File: src/rtl/assert_macros.svh
// Concurrent assertion helpers, compiled out for synthesis.
`ifndef ASSERT_MACROS_SVH
`define ASSERT_MACROS_SVH

`ifndef SYNTHESIS

`define ASSERT_ALWAYS(label, clk, rst_n, expr) \
  label: assert property (@(posedge clk) disable iff (!rst_n) (expr)) \
    else $error("assertion failed: expression not held");

`define ASSERT_IMPLIES_NEXT(label, clk, rst_n, cond, expr) \
  label: assert property (@(posedge clk) disable iff (!rst_n) (cond) |=> (expr)) \
    else $error("assertion failed: consequence not seen next cycle");

`else

`define ASSERT_ALWAYS(label, clk, rst_n, expr)
`define ASSERT_IMPLIES_NEXT(label, clk, rst_n, cond, expr)

`endif

`endif

File: src/rtl/efp_pkg.sv
package efp_pkg;

  localparam int unsigned ByteW = 8;
  localparam int unsigned PosW  = 6;

  typedef logic [ByteW-1:0] byte_t;
  typedef logic [PosW-1:0]  pos_t;

  localparam byte_t SyncByte  = 8'hAA;
  localparam byte_t LenByte   = 8'h20;
  localparam byte_t VerByte   = 8'h02;
  localparam byte_t AttnCode  = 8'h83;
  localparam byte_t AttnLen   = 8'h18;

  localparam pos_t PosSync0   = 6'd0;
  localparam pos_t PosSync1   = 6'd1;
  localparam pos_t PosLen     = 6'd2;
  localparam pos_t PosVer     = 6'd3;
  localparam pos_t PosQuality = 6'd4;
  localparam pos_t PosCode    = 6'd5;
  localparam pos_t PosCodeLen = 6'd6;
  localparam pos_t PosAttn    = 6'd32;
  localparam pos_t PosMed     = 6'd34;
  localparam pos_t PosCsum    = 6'd35;

  localparam int unsigned NumRejected = 9;
  localparam byte_t RejectedQuality [NumRejected] = '{
    8'd29, 8'd54, 8'd55, 8'd56, 8'd80, 8'd81, 8'd82, 8'd107, 8'd200
  };

  function automatic logic quality_rejected(byte_t q);
    logic hit;
    hit = 1'b0;
    for (int i = 0; i < NumRejected; i++) begin
      hit = hit | (q == RejectedQuality[i]);
    end
    return hit;
  endfunction

  function automatic logic byte_matches(pos_t p, byte_t b);
    logic ok;
    case (p) inside
      PosSync0, PosSync1: ok = (b == SyncByte);
      PosLen:             ok = (b == LenByte);
      PosVer:             ok = (b == VerByte);
      PosCode:            ok = (b == AttnCode);
      PosCodeLen:         ok = (b == AttnLen);
      default:            ok = (p < PosCsum);
    endcase
    return ok;
  endfunction

endpackage

File: src/rtl/eeg_frame_parser.sv
// Channel   Direction  Handshake                 Payload
// input     in         in_valid_i / in_ready_o   rx_byte_i[7:0]
// output    out        out_valid_o / out_ready_i value_o[7:0], kind_o, last_o
//
// Take one byte per cycle; position, sum and captured levels update at the accepting edge.
// A passing checksum byte loads attention and meditation into the output register
// at its accepting edge; they leave one per output transaction from the next cycle.
// Hold the checksum byte while a result of the last frame waits; take every other
// byte regardless of output stalls.
// Reset clears the position, the sum, the captured bytes and the pending results.
`include "assert_macros.svh"

module eeg_frame_parser (
  input  logic               clk_i,
  input  logic               rst_ni,
  input  logic               in_valid_i,
  output logic               in_ready_o,
  input  efp_pkg::byte_t     rx_byte_i,
  output logic               out_valid_o,
  input  logic               out_ready_i,
  output efp_pkg::byte_t     value_o,
  output logic               kind_o,
  output logic               last_o
);
  import efp_pkg::*;

  pos_t  pos_q, pos_d;
  byte_t sum_q, sum_d;
  byte_t qual_q, qual_d;
  byte_t attn_q, attn_d;
  byte_t med_q, med_d;

  byte_t res_attn_q, res_attn_d;
  byte_t res_med_q, res_med_d;
  logic  attn_vld_q, attn_vld_d;
  logic  med_vld_q, med_vld_d;

  logic in_fire;
  logic out_fire;
  logic at_csum;
  logic csum_pass;

  assign at_csum    = (pos_q == PosCsum);
  assign in_ready_o = !at_csum || (!attn_vld_q && !med_vld_q);
  assign in_fire    = in_valid_i && in_ready_o;
  assign out_fire   = out_valid_o && out_ready_i;
  assign csum_pass  = (rx_byte_i == ~sum_q) && !quality_rejected(qual_q);

  assign out_valid_o = attn_vld_q || med_vld_q;
  assign value_o     = attn_vld_q ? res_attn_q : res_med_q;
  assign kind_o      = !attn_vld_q;
  assign last_o      = !attn_vld_q;

  always_comb begin
    pos_d      = pos_q;
    sum_d      = sum_q;
    qual_d     = qual_q;
    attn_d     = attn_q;
    med_d      = med_q;
    res_attn_d = res_attn_q;
    res_med_d  = res_med_q;
    attn_vld_d = attn_vld_q;
    med_vld_d  = med_vld_q;

    // drain attention first, then meditation
    if (out_fire) begin
      if (attn_vld_q) begin
        attn_vld_d = 1'b0;
      end else begin
        med_vld_d = 1'b0;
      end
    end

    if (in_fire) begin
      if (at_csum) begin
        pos_d = PosSync0;
        sum_d = '0;
        if (csum_pass) begin
          res_attn_d = attn_q;
          res_med_d  = med_q;
          attn_vld_d = 1'b1;
          med_vld_d  = 1'b1;
        end
      end else if (!byte_matches(pos_q, rx_byte_i)) begin
        pos_d = PosSync0;
        sum_d = '0;
      end else begin
        if (pos_q == PosSync0) begin
          sum_d = '0;
        end else if (pos_q >= PosVer) begin
          sum_d = sum_q + rx_byte_i;
        end
        if (pos_q == PosQuality) begin
          qual_d = rx_byte_i;
        end
        if (pos_q == PosAttn) begin
          attn_d = rx_byte_i;
        end
        if (pos_q == PosMed) begin
          med_d = rx_byte_i;
        end
        pos_d = pos_q + pos_t'(1);
      end
    end
  end

  always_ff @(posedge clk_i or negedge rst_ni) begin
    if (!rst_ni) begin
      pos_q      <= PosSync0;
      sum_q      <= '0;
      qual_q     <= '0;
      attn_q     <= '0;
      med_q      <= '0;
      attn_vld_q <= 1'b0;
      med_vld_q  <= 1'b0;
    end else begin
      pos_q      <= pos_d;
      sum_q      <= sum_d;
      qual_q     <= qual_d;
      attn_q     <= attn_d;
      med_q      <= med_d;
      attn_vld_q <= attn_vld_d;
      med_vld_q  <= med_vld_d;
    end
  end

  always_ff @(posedge clk_i) begin
    res_attn_q <= res_attn_d;
    res_med_q  <= res_med_d;
  end

  `ASSERT_ALWAYS(a_pair_order, clk_i, rst_ni, !attn_vld_q || med_vld_q)
  `ASSERT_ALWAYS(a_pos_range, clk_i, rst_ni, pos_q <= PosCsum)
  `ASSERT_IMPLIES_NEXT(a_pass_loads, clk_i, rst_ni, in_fire && at_csum && csum_pass,
                       out_valid_o && !kind_o)
  `ASSERT_IMPLIES_NEXT(a_med_follows, clk_i, rst_ni, out_fire && !kind_o,
                       out_valid_o && kind_o && last_o)

endmodule
File: config.mk
export PLATFORM = sky130hd
export DESIGN_NAME = eeg_frame_parser
export DESIGN_NICKNAME = d
export VERILOG_FILES = /design/src/rtl/efp_pkg.sv /design/src/rtl/eeg_frame_parser.sv
export VERILOG_INCLUDE_DIRS = /design/src /design/src/rtl
export SDC_FILE = /design/constraint.sdc
export NUM_CORES = 1
export LEC_CHECK = 0
export ABC_CLOCK_PERIOD_IN_PS = 5200
export BUFFER_PORTS_ARGS = -buffer_cell sky130_fd_sc_hd__buf_2
export CAP_MARGIN = 20
export CORE_AREA = 8 8 79 81
export DETAILED_ROUTE_END_ITERATION = 8
export DIE_AREA = 0 0 87 89
export PLACE_DENSITY = 0.79
export SLEW_MARGIN = 20
export SYNTH_ARGS = -nofsm -noshare
export SYNTH_HDL_FRONTEND = slang
export SYNTH_SLANG_ARGS = --single-unit
File: constraint.sdc
create_clock -name clk_i -period 5.2 [get_ports clk_i]
set_clock_uncertainty 0.1 [all_clocks]
set_input_delay 1.04 -clock clk_i [delete_from_list [all_inputs] [get_ports clk_i]]
set_output_delay 1.04 -clock clk_i [all_outputs]
set_load 0.01 [all_outputs]
After elaboration in Yosys (flattened, before gate mapping)

Cells that the tools add are included.

Register bits: 56
Input port bits: 12
Output and inout port bits: 12
Logic and storage cells: 88

Add/sub/neg operators: 2
$lt $le $gt $ge: 2
Eq/ne operators: 25
Muxes and demuxes: 23
Bitwise operators: 10
Reductions and logical operators: 17

Operators with widths:

| operator                                                              | count |
|---|---|
| 8-bit 2-to-1 mux                                                      | 5 |
| 8-bit by 6-bit equality test with 1-bit output, second input constant | 4 |
| 8-bit by 7-bit equality test with 1-bit output, second input constant | 4 |
| 8-bit equality test, second input constant                            | 3 |
| 6-bit by 3-bit equality test with 1-bit output, second input constant | 3 |
| 6-bit equality test, second input constant                            | 3 |
| 8-bit by 5-bit equality test with 1-bit output, second input constant | 2 |
| 1-bit 2-to-1 mux                                                      | 16 |
| 6-bit by 2-bit equality test with 1-bit output, second input constant | 2 |
| 6-bit 2-to-1 mux                                                      | 2 |
| 4-bit AND reduction                                                   | 3 |
| 8-bit adder                                                           | 1 |
| 8-bit by 2-bit equality test with 1-bit output, second input constant | 1 |
| 8-bit equality test                                                   | 1 |
| 8-bit NOT                                                             | 1 |
| 1-bit OR                                                              | 8 |
| 6-bit by 1-bit adder with 6-bit output, second input constant         | 1 |
| 6-bit by 1-bit equality test with 1-bit output, second input constant | 1 |
| 6-bit by 2-bit >= comparator with 1-bit output, second input constant | 1 |
| 6-bit logical NOT                                                     | 1 |
| 6-bit < comparator, second input constant                             | 1 |
| 1-bit logical AND                                                     | 4 |
| 1-bit logical NOT                                                     | 4 |
| 4-bit by 3-bit != test with 1-bit output, second input constant       | 1 |
| other kinds (5)                                                       | 6 |

Longest topological paths before layout

Word-level depth: 14
Gate-level depth with buffers: 8
Depth with buffers taken out: 8

Least setup slack after synthesis

Ideal clock, no wire load.

Path kind: input -> register
Start: in rx_byte_i[5]
End: reg res_attn_q[0], enable pin
Setup time: 0.364 ns
Data arrival time: 2.474 ns
Required time: 4.736 ns
Slack: 2.262 ns
Stages on the path: 5
Path buffers: 0
Cells stage by stage: ha_1 and4_1 nand3_1 or4_1 inv_1

Longest elaborated chain between the ends: 3

Ends and longest elaborated chain:

| what                                 | line                    | text |
|---|---|---|
| start, declared                      | eeg_frame_parser.sv:18  | `input efp_pkg::byte_t rx_byte_i,` |
| 8-bit equality test                  | eeg_frame_parser.sv:47  | `assign csum_pass = (rx_byte_i == ~sum_q) && !quality_rejected(qual_q);` |
| 1-bit logical AND                    | eeg_frame_parser.sv:47  |  |
| 3-bit AND reduction (no source line) | -                       |  |
| end signal, assigned                 | eeg_frame_parser.sv:128 | `res_attn_q <= res_attn_d;` |
| end, declared                        | eeg_frame_parser.sv:33  | `byte_t res_attn_q, res_attn_d;` |

No other way between the ends.
A chain may end at the register's enable or synchronous reset.

Worst setup path in the final report

Start: in rx_byte_i[5]
End: reg res_attn_q[3], enable pin

Same word-level chain as after synthesis.

==> flow_metrics.tcl <==
set metrics [dict create \
    gp_congestion 0.914 \
    r2r_cells 5 \
    route.vias.total 2028 \
    synth_common_cells "dfrtp_1 (40), mux2_2 (29), edfxtp_1 (16)" \
    period_share_pct 58.9 \
    slowest_stage "or4_1" \
    final_area_um2 3190 \
    dieArea_um2 7740 \
    stdcell_count 336 \
    fin_nets 289 \
    via_per_inst 6.04 \
    startpoint_type "input pin" \
    rows 26 \
    synth_warnings 0 \
    grt_pass1_vias 2091 \
    core_area_um2 4980 \
    port_buffers 23 \
    crit_arrival_ns 2.92 \
    yosys.area.top_type_share_pct 33.9 \
    synth.distinct_cells 61 \
    maxCapViolCount 0 \
    min_delay_path_depth 0 \
    crit_buf_inv 2 \
    yosysTopAreaCell "dfrtp_1" \
    top_layer "met4" \
    fin_crit_ns 3.06 \
    post-cts-setup-buffers 0 \
    dpl.cell_count 328 \
    synthXorXnorAreaFrac_pct 2.07 \
    path_cells "buf_2 -> ha_1 -> and4_1 -> nand3_1 -> or4_1 -> inv_1" \
    finalSetupViolCount 0 \
    yosys.area_share.simple_pct 12.6 \
    synth_compound_gate_area_share_pct 14.4 \
    synth_top_family_by_area "compound AO/OA/AOI/OAI gates" \
    critical_path_class "input pin to register" \
    grt.total_usage_pct 16.7 \
    drive_gt1_share_pct 28.6 \
    cts_num_sinks 56 \
    synthArstFlopShare_pct 71.4 \
    syn_area_um2 2960 \
    netlist_instances 241 \
    p_per_area_nw_per_um2 242 \
    holdWs_ns 0.354 \
    synth_top_flop_cell "dfrtp_1" \
    htree_levels 2 \
    path_max_fanout 16 \
    grt_pass1_wl_mm 10.1 \
    worstMarginPinSlew_ns 0.894 \
    hold_path.class "register to register" \
    io_pins 24 \
    cts.clk_slew.worst_paths_ns 0.10 \
    tritoncts "done" \
    cp_num_cells 6 \
    grt_overflow_total 0 \
    wl_mm 5.83 \
    numCtsBuffers 5 \
    yosys_register_bits 56 \
    holdBufCountCts 0 \
    synth.most_common_cell "dfrtp_1" \
    required_ns 5.06 \
    status "finished, final reports clean" \
    tns_ns 0 \
    n_antenna_cell 0 \
    ir_worst_vdd_uv 176 \
    routedWlPerCell_um 17.4 \
    antenna_left 0 \
    hold_viol_final 0 \
    wl_met1_mm 2.52 \
    synth-seq-area-share_pct 50.1 \
    synth_edf_count 16 \
    hpwl_mm 4.25 \
    place_area_um2 3100 \
    final_util_pct 64.1 \
    die_x_um 87 \
    dr_wl_met2_mm 2.95 \
    fp.dieH_um 89 \
    slew_headroom_pct 40.4 \
    post_synth_mux_area_share_pct 12.2 \
    clock_latency_ns 0.31 \
    clock_path_buffers 2 \
    avgSynthCellArea_um2 12.3 \
    synthTopCellsByArea "dfrtp_1 (34%), edfxtp_1 (16%), mux2_2 (11%)" \
    power_leakage_nw 1.52 \
    worst_path_dominant_cell_family "simple AND/OR/NAND/NOR gates" \
    rsz0062_at_grt "false" \
    grt_max_degree 41 \
    drc 0 \
    fillCellCount 410 \
    slew_viol_final 0 \
    cts_resized 0 \
    drtIter0Drc 132 \
    cts_root_buf "clkbuf_8" \
    cp-end-kind "register" \
    initial_core_util_pct 59.4 \
    slowest_delay_ns 0.54 \
    dr_wl_met3_um 290 \
    antenna_found_initial 0 \
    max_freq_ghz 0.326 \
    synth_fa_ha_area_share_pct 5.33 \
    drt_first_pass_iters 4 \
    area.growth.synth_to_final_pct 8.00 \
    synth_nets 265 \
]
-- worst register-to-register path: stages, from the launching register on --
cell     delay [ns]
dfrtp_1        0.46
ha_1           0.35
nand3_1        0.17
o21ai_1        0.21
or4_1          0.62
inv_1          0.47
-- through the flow --
step                      worst slack [ns]  total power [mW]
after floorplan                       2.26             0.512
after global placement                1.87             0.540
after detailed placement              1.81             0.541
after CTS                             2.15             0.778
after global routing                  2.01             0.803
final                                 2.14             0.772
-- sequential cells by signal, summed over array words and instances, names as in the netlist, 6 cells and up --
name / flops
res_med_q: 8
med_q: 8
attn_q: 8
sum_q: 8
pos_q: 6
qual_q: 8
res_attn_q: 8
-- final timing paths --
path | to | slack, ns | from
min in group asynchronous | sum_q[5] | 0.75 | rst_ni
max in group asynchronous | med_vld_q | 3.70 | rst_ni
setup reg to reg | res_attn_q[3] | 2.47 | pos_q[0]
hold / removal | res_med_q[3] | 0.35 | med_q[3]
hold reg to reg | res_med_q[3] | 0.35 | med_q[3]
setup / recovery | res_attn_q[3] | 2.14 | rx_byte_i[5]
-- where the power goes --
group          switching (mW)  total (mW)  internal, mW  leakage (nW)
sequential            0.00411       0.457         0.453         0.745
combinational          0.0507      0.0762        0.0255         0.728
clock                   0.143       0.239        0.0959        0.0445
-- metal layers --
metal | up-vias | GRT usage (%)
met1 | 1001 | 20.4
met4 | 0 | 6.73
li1 | 960 | -
met5 | - | 0
met2 | 60 | 28.7
met3 | 7 | 2.57
-- final cells by class --
class / instances / area, µm² / share of cell area (%)
Inverter: 11 / 41.3 / 1.29
Timing Repair Buffer: 23 / 115 / 3.61
Sequential cell: 56 / 1480 / 46.4
Clock buffer: 5 / 68.8 / 2.16
Multi-Input combinational cell: 168 / 1380 / 43.1
Clock inverter: 3 / 21.3 / 0.666
Tap cell: 70 / 87.6 / 2.74
-- layout by cell type, fill, tap and decap left out, types with 3 or more instances in the layout --
| cell | Yosys | routed |
|---|---|---|
| nand3_1 | 8 | 8 |
| and2_1 | 3 | 3 |
| inv_1 | 11 | 11 |
| edfxtp_1 | 16 | 16 |
| xor2_1 | 3 | 3 |
| nor2_1 | 8 | 8 |
| clkbuf_8 | 0 | 5 |
| xnor2_1 | 4 | 4 |
| ha_1 | 11 | 11 |
| a21o_1 | 7 | 7 |
| a22o_1 | 6 | 6 |
| a21oi_1 | 9 | 9 |
| o21ai_0 | 9 | 9 |
| mux2_2 | 29 | 29 |
| nand2_1 | 13 | 13 |
| nor3_1 | 5 | 5 |
| buf_2 | 0 | 23 |
| dfrtp_1 | 40 | 40 |
-- cell families after synthesis --
| kind of cell | Yosys count |
|---|---|
| adders and majority gates | 12 |
| and+or+nand+nor | 63 |
| muxes | 32 |
| xor gates and xnor gates | 7 |
| AOI/OAI and AO/OA | 54 |
| buffers and inverters | 17 |
| DFF | 56 |
Power figures use the tool's default switching activity.
